File: src/rtl/srec_pkg.sv
// Shared constants and the line summary word for the S-record line checker.
`default_nettype none
package srec_pkg;

    localparam int MAX_LINE_CHARS = 1024;
    localparam int POS_W          = $clog2(MAX_LINE_CHARS + 1);
    localparam int CMP_W          = (POS_W > 9) ? POS_W : 9;
    localparam int COUNT_BITS     = 24;
    localparam int FIELD_W        = 24;
    localparam int DATA_LINES_W   = 24;
    localparam int QUEUE_DEPTH    = 2;
    localparam int QA_W           = (QUEUE_DEPTH > 1) ? $clog2(QUEUE_DEPTH) : 1;
    localparam int QC_W           = $clog2(QUEUE_DEPTH + 1);

    localparam logic [7:0] CH_S     = 8'h53;
    localparam logic [7:0] CH_0     = 8'h30;
    localparam logic [7:0] CH_9     = 8'h39;
    localparam logic [7:0] CH_UA    = 8'h41;
    localparam logic [7:0] CH_UF    = 8'h46;
    localparam logic [7:0] CH_LA    = 8'h61;
    localparam logic [7:0] CH_LF    = 8'h66;
    localparam logic [7:0] BYTE_TOP = 8'hFF;
    localparam logic [3:0] TEN      = 4'd10;

    // One finished line as handed from the front to the back.
    typedef struct packed {
        logic [3:0]         record_type;
        logic               type_valid;
        logic               hex_ok;
        logic               byte_count_ok;
        logic               checksum_ok;
        logic               count_record;
        logic               count_pre;    // count_ok before the counter compare
        logic               data_line;    // S1/S2/S3 line
        logic               clear_count;  // file_start seen since last line end
        logic [FIELD_W-1:0] count_field;
    } t_line_sum;

endpackage
`default_nettype wire

File: src/rtl/srec_front.sv
// Front end: per-character line tracking, emits one summary word per line.
`default_nettype none
module srec_front (
    input  wire                   i_clk,
    input  wire                   i_rst_n,
    input  wire                   i_valid,
    output logic                  o_ready,
    input  wire [7:0]             i_char,
    input  wire                   i_last,
    input  wire                   i_file_start,
    input  wire                   i_q_full,
    output logic                  o_push,
    output srec_pkg::t_line_sum   o_sum
);
    import srec_pkg::*;

    logic [POS_W-1:0]   r_pos, n_pos;
    logic [3:0]         r_type_digit, n_type_digit;
    logic               r_type_good, n_type_good;
    logic [3:0]         r_high, n_high;
    logic [7:0]         r_byte_sum, n_byte_sum;
    logic [7:0]         r_last_byte, n_last_byte;
    logic [7:0]         r_decl, n_decl;
    logic               r_all_hex, n_all_hex;
    logic [FIELD_W-1:0] r_cfield, n_cfield;
    logic               r_cgood, n_cgood;
    logic               r_clr_pend;

    logic               acc;
    logic               is_hex;
    logic [3:0]         nib;
    logic [7:0]         byte_val;
    logic [3:0]         ndig;
    logic               too_long;
    logic [POS_W-1:0]   len;
    logic               is_count;

    assign o_ready = !i_q_full;
    assign acc     = i_valid && o_ready;
    assign o_push  = acc && i_last;

    always_comb begin
        is_hex = 1'b1;
        nib    = 4'd0;
        if (i_char >= CH_0 && i_char <= CH_9) begin
            nib = 4'(i_char - CH_0);
        end else if (i_char >= CH_UA && i_char <= CH_UF) begin
            nib = 4'(i_char - CH_UA) + TEN;
        end else if (i_char >= CH_LA && i_char <= CH_LF) begin
            nib = 4'(i_char - CH_LA) + TEN;
        end else begin
            is_hex = 1'b0;
        end
    end

    assign byte_val = {r_high, nib};
    assign ndig     = (r_type_digit == 4'd5) ? 4'd4 : 4'd6;
    assign too_long = (r_pos >= POS_W'(MAX_LINE_CHARS));
    assign len      = r_pos + POS_W'(1);

    always_comb begin
        n_type_digit = r_type_digit;
        n_type_good  = r_type_good;
        n_high       = r_high;
        n_byte_sum   = r_byte_sum;
        n_last_byte  = r_last_byte;
        n_decl       = r_decl;
        n_all_hex    = r_all_hex;
        n_cfield     = r_cfield;
        n_cgood      = r_cgood;
        n_pos        = too_long ? r_pos : len;
        if (r_pos == POS_W'(0)) begin
            n_type_good = (i_char == CH_S);
        end else if (r_pos == POS_W'(1)) begin
            if (i_char >= CH_0 && i_char <= CH_9) begin
                n_type_digit = 4'(i_char - CH_0);
            end else begin
                n_type_good = 1'b0;
            end
        end else if (!too_long) begin
            if (!is_hex) begin
                n_all_hex = 1'b0;
            end
            if (!r_pos[0]) begin
                n_high = nib;
            end else begin
                if (r_pos == POS_W'(3)) begin
                    n_decl = n_all_hex ? byte_val : 8'd0;
                end else begin
                    n_byte_sum = r_byte_sum + r_last_byte;
                end
                n_last_byte = byte_val;
            end
            if (r_pos >= POS_W'(4) && r_pos < POS_W'(4) + POS_W'(ndig)) begin
                n_cfield = {r_cfield[FIELD_W-5:0], nib};
                if (!is_hex) begin
                    n_cgood = 1'b0;
                end
            end
        end else begin
            if (!is_hex) begin
                n_all_hex = 1'b0;
            end
        end
    end

    // Summary is taken from the state as it stands after this character.
    always_comb begin
        is_count            = n_type_good && (n_type_digit == 4'd5 || n_type_digit == 4'd6);
        o_sum.record_type   = n_type_good ? n_type_digit : 4'd0;
        o_sum.type_valid    = n_type_good;
        o_sum.hex_ok        = n_all_hex;
        o_sum.byte_count_ok = !too_long && len >= POS_W'(4) && n_decl >= 8'd3 &&
                              (CMP_W'({n_decl, 1'b0}) == CMP_W'(len - POS_W'(4)));
        o_sum.checksum_ok   = !too_long && n_all_hex && r_pos[0] && len >= POS_W'(6) &&
                              (n_last_byte == (BYTE_TOP - n_byte_sum));
        o_sum.count_record  = is_count;
        o_sum.count_pre     = is_count && !too_long && n_cgood &&
                              len >= POS_W'(4) + POS_W'(ndig);
        o_sum.data_line     = n_type_good && n_type_digit >= 4'd1 && n_type_digit <= 4'd3;
        o_sum.clear_count   = r_clr_pend || i_file_start;
        o_sum.count_field   = n_cfield;
    end

    always_ff @(posedge i_clk) begin
        if (!i_rst_n) begin
            r_pos        <= '0;
            r_type_digit <= '0;
            r_type_good  <= 1'b0;
            r_high       <= '0;
            r_byte_sum   <= '0;
            r_last_byte  <= '0;
            r_decl       <= '0;
            r_all_hex    <= 1'b1;
            r_cfield     <= '0;
            r_cgood      <= 1'b1;
            r_clr_pend   <= 1'b0;
        end else if (acc) begin
            if (i_last) begin
                r_pos        <= '0;
                r_type_digit <= '0;
                r_type_good  <= 1'b0;
                r_high       <= '0;
                r_byte_sum   <= '0;
                r_last_byte  <= '0;
                r_decl       <= '0;
                r_all_hex    <= 1'b1;
                r_cfield     <= '0;
                r_cgood      <= 1'b1;
                r_clr_pend   <= 1'b0;
            end else begin
                r_pos        <= n_pos;
                r_type_digit <= n_type_digit;
                r_type_good  <= n_type_good;
                r_high       <= n_high;
                r_byte_sum   <= n_byte_sum;
                r_last_byte  <= n_last_byte;
                r_decl       <= n_decl;
                r_all_hex    <= n_all_hex;
                r_cfield     <= n_cfield;
                r_cgood      <= n_cgood;
                r_clr_pend   <= r_clr_pend || i_file_start;
            end
        end
    end

endmodule
`default_nettype wire

File: config.mk
export PLATFORM = sky130hd
export DESIGN_NAME = srec_front
export DESIGN_NICKNAME = d
export VERILOG_FILES = /design/src/rtl/srec_pkg.sv /design/src/rtl/srec_front.sv
export SDC_FILE = /design/constraint.sdc
export NUM_CORES = 1
export LEC_CHECK = 0
export BUFFER_PORTS_ARGS = -buffer_cell sky130_fd_sc_hd__clkbuf_2
export CORE_MARGIN = 2
export CORE_UTILIZATION = 48
export CTS_BUF_LIST = sky130_fd_sc_hd__clkbuf_4 sky130_fd_sc_hd__clkbuf_8
export CTS_CLUSTER_SIZE = 25
export DETAILED_ROUTE_END_ITERATION = 8
export MAX_ROUTING_LAYER = met4
export PLACE_DENSITY = 0.76
export SETUP_SLACK_MARGIN = 0.4
export SYNTH_ARGS = -nofsm -noshare
export SYNTH_HDL_FRONTEND = slang
export SYNTH_SLANG_ARGS = --single-unit
File: constraint.sdc
create_clock -name i_clk -period 7.3 [get_ports i_clk]
set_input_delay 1.095 -clock i_clk [delete_from_list [all_inputs] [get_ports i_clk]]
set_output_delay 1.095 -clock i_clk [all_outputs]
set_load 0.01 [all_outputs]
== Yosys cells after proc, flatten, opt, wreduce, memory -nomap -nowiden ==
Cells that the tools add are included.

* Register bits after elaboration: 71
* Output and inout port bits: 38

* Order comparisons: 15
* Add/subtract/negate cells: 10
* Muxes and demuxes: 61
* Reductions and logical operators: 26
* Equality and inequality tests: 12

{| class="wikitable"
|+ Operators by type and width
! cell !! number
|-
| 8-bit 2-to-1 mux || 18
|-
| 24-bit 2-to-1 mux || 5
|-
| 4-bit 2-to-1 mux || 13
|-
| 11-bit by 3-bit >= comparator with 1-bit output, second input constant || 3
|-
| 1-bit 2-to-1 mux || 22
|-
| 11-bit 2-to-1 mux || 2
|-
| 1-bit logical AND || 19
|-
| 8-bit by 7-bit >= comparator with 1-bit output, second input constant || 2
|-
| 8-bit by 7-bit <= comparator with 1-bit output, second input constant || 2
|-
| 4-bit by 3-bit equality test with 1-bit output, second input constant || 3
|-
| 4-bit by 1-bit subtractor with 4-bit output, second input constant || 3
|-
| 11-bit by 1-bit adder with 11-bit output, second input constant || 1
|-
| 11-bit by 1-bit equality test with 1-bit output, second input constant || 1
|-
| 11-bit by 2-bit equality test with 1-bit output, second input constant || 1
|-
| 9-bit by 11-bit equality test with 1-bit output || 1
|-
| 11-bit >= comparator, second input constant || 1
|-
| 11-bit by 4-bit >= comparator with 1-bit output || 1
|-
| 11-bit logical NOT || 1
|-
| 11-bit less-than comparator || 1
|-
| 11-bit by 3-bit subtractor with 11-bit output, second input constant || 1
|-
| 4-bit adder, second input constant || 2
|-
| 8-bit adder || 1
|-
| 8-bit by 7-bit equality test with 1-bit output, second input constant || 1
|-
| 8-bit equality test || 1
|-
| 13 further kinds || 18
|}

== Logic depth before layout (Yosys ltp) ==
* Depth in word-level cells: 18
* Gate-level depth with buffers: 12
* Gate-level depth less buffers: 10

== Worst setup path before layout ==
No wires, ideal clock.

* Kind: input -> output
* From: input i_char[2]
* To: output o_sum[28] in the netlist's numbering
* Buffers on the path: 2
* Cell stages on the path: 10
* Slack: 2.736 ns
* Data arrival time: 3.469 ns
* Data required time: 6.205 ns
* Cells stage by stage: clkbuf_1 > nor2_1 > a2111oi_0 > a21oi_1 > clkbuf_1 > o31ai_1 > xor2_1 > nor4_1 > nand4_1 > nor4_1

{| class="wikitable"
|+ RTL lines
! item !! line !! text
|-
| start, declared || srec_front.sv:8 || <nowiki>input wire [7:0] i_char,</nowiki>
|-
| end, declared || srec_front.sv:13 || <nowiki>output srec_pkg::t_line_sum o_sum</nowiki>
|}

==> flow_summary.yaml <==
outcome:
  status: "completed"
synthesis:
  synth_top_area_share_pct: 28.67
  synth_largest_area_cell: "dfxtp_1"
  synthCells: 605
  yosysUniqueCellTypes: 62
  ys.flop_type: "dfxtp_1"
  syn_nets: 637
  async_flop_share_pct: 0
  synth-seq-cells: 71
  synth-seq-area-share_pct: 28.67
  synth_area_leaders: "dfxtp_1 29%, a22oi_1 7.9%, nor2b_1 7.4%, mux2_2 5.7%, ha_1 4.3%"
  synthTopCellsByCount: "71 x dfxtp_1, 59 x nor2b_1, 52 x a22oi_1, 39 x clkbuf_1, 37 x nor2_1"
  synth.cell_area_sq_mm: 0.004959
  synth_warnings: 0
  yosysMostFrequentCell: "dfxtp_1"
  syn_area_per_cell_sq_um: 8.196
  synth-edff-count: 0
power:
  peakVddDrop_uv: 143.8
  power_leakage_uw: 0.002058
  powerDensity_mw_per_mm2: 138.9
worst_setup_path:
  worstRegToRegCells: 7
  cp_slowest_stage_delay_ps: 670
  cp_slowest_cell: "dfxtp_1"
  critical_path.max_fanout: 18
  cp_data_required_time_ps: 6200
  cp-start-kind: "flip-flop"
  cpMostUsedCell: "a2111oi_2"
  worstPathArrival_ps: 4240
  path_class: "reg2out"
  path_cells: "ha_1, or3b_2, nor4_1, nand3_1, a2bb2oi_2, xnor2_1, a2111oi_2, o211ai_1, a2111oi_2, clkbuf_2"
  end_kind: "output pin"
placement:
  place_congestion: 0.9961
  hpwlAfterDp_microns: 9336
  place_ws_ps: 2134
  portBuffers: 51
sta:
  setup_viol: 0
  fin_ws_ps: 1970
  slew_viol_final: 0
  fmax_mhz: 187.6
  worst-slew-pin-transition_ps: 1123
  fin_skew_ps: 7.466
  rsz0062_at_grt: "false"
  fin_crit_sh_pct: 73.02
  tns_ps: 0
  timing.final.hold_violations: 0
  layout_min_cycle_time_ps: 5330
  slew_headroom_pct: 25.15
grt:
  grt_max_degree: 70
  grt_pass1_vias: 4403
  grt_pass1_wl_microns: 21580
  grt.total_usage_pct: 24.46
  antenna_found_initial: 0
  grt_overflow: 0
drt:
  drc: 0
  dr.first_iter.drc_count: 320
  finalWirelength_microns: 13200
  vias_per_cell: 6.059
  num_vias: 4647
  wl_per_cell_microns: 17.21
  firstDrtPassIters: 5
  antenna_left: 0
floorplan:
  fp.coreArea_sq_mm: 0.01018
  io_pins: 52
  die_x_microns: 105.6
  rows: 37
  die_y_microns: 105.6
  initial_core_util_pct: 48.69
  die-area_sq_mm: 0.01116
finish:
  area_growth_pct: 9.589
  drive_above_1_share_pct: 17.75
  diodes: 0
  final_net_count: 658
clock_network:
  numCtsBuffers: 9
  cts_buffer_depth: 2
  cts_num_sinks: 71
  cts_tree: "yes"
  htree_levels: 3
  holdBufCountCts: 0
  ctsResizeCount: 0
  insertion_delay_ps: 350
  root_buffer: "clkbuf_8"
  post_cts_buffers: 0
  path_clk_slew_ps: 90
hold_path:
  hp-class: "reg2reg"
  min_path_cells: 2
run:
  maxCapViolations: 0
==> cells by family (layout without fill, tap and decap cells) <==
logic type                 count (synthesis)  count (layout)  synth area share [%]
and+or+nand+nor                          218             218                 24.35
AOI/OAI and AO/OA                        163             163                 22.58
DFF                                       71              71                 28.67
buffers and inverters                     61              87                 4.920
muxes                                     41              41                 8.958
xor gates and xnor gates                  33              33                 5.829
adders and majority gates                 18              18                 4.693
==> registers in the layout, indices dropped and copies added (netlist names), 4 cells and up <==
signal and cells:
r_decl 8, r_type_digit 4, r_pos 11, r_cfield 24, r_last_byte 8, r_high 4, r_byte_sum 8
==> power breakdown <==
group / total [uW] / switching [uW] / internal, uW
registers: 389 / 1.58 / 388
logic: 58.4 / 39.4 / 19.0
clock network: 307 / 177 / 130
total: 755 / 218 / 537
==> worst paths after layout <==
kind	from	to	slack (ps)
setup / recovery	r_pos[0]	o_sum[29]	1970
hold / removal	r_clr_pend	r_clr_pend	470
setup reg to reg	r_pos[0]	r_decl[2]	4040
hold reg to reg	r_clr_pend	r_clr_pend	470
==> cell usage in the layout (no fill, tap or decap), types with 5 or more instances in the layout <==
cell type	instances
nor2b_1	59
and2_1	14
mux2i_1	14
or3_1	5
o211ai_1	5
inv_1	15
nor2_1	36
o22ai_1	6
a21oi_1	22
a211oi_1	6
o21ai_0	18
nor4_1	7
buf_4	5
ha_1	17
nand4_1	8
clkbuf_8	9
dfxtp_1	71
nand2_1	34
o21ai_1	14
mux2_2	25
a21o_1	9
nand3_1	14
nor3_1	12
xor2_1	18
clkbuf_2	51
a22oi_1	52
xnor2_1	15
==> worst max-delay path: cells and delay by family (launching register included) <==
kind,cells,cell delay (ps)
AOI/OAI and AO/OA,4,990
xor gates and xnor gates,1,140
DFF,1,670
buffers and inverters,1,200
adders and majority gates,1,530
and+or+nand+nor,3,1350
==> per-stage QoR <==
step                cells  area (sq um)  hold WS [ps]  util (%)  power [uW]
floorplan             605          4959         429.3         -       436.5
global placement      751          5249         446.1     51.54       454.2
detailed placement    751          5249         455.0     51.54       455.8
CTS                   767          5434         477.2     53.35       758.1
global route          767          5434         508.1     53.35       780.4
finish                767          5434         468.6     53.35       754.7
==> routing by layer <==
metal	GRT usage [%]	vias to the layer above	wire length [microns]
met2	39.68	180	6240
met1	30.98	2196	5776
li1	-	2236	-
met4	8.177	0	298
met5	-	-	0
met3	4.205	35	882
==> area by class of cell <==
class	count	area [sq um]
fill	1000	4751
multi-input combinational	473	3308
sequential	71	1421
timing repair buffer	56	292.8
tap	136	170.2
clock buffer	9	123.9
clock inverter	7	61.31
inverter	15	56.30
Note: power is estimated with default switching activity, not from simulation.
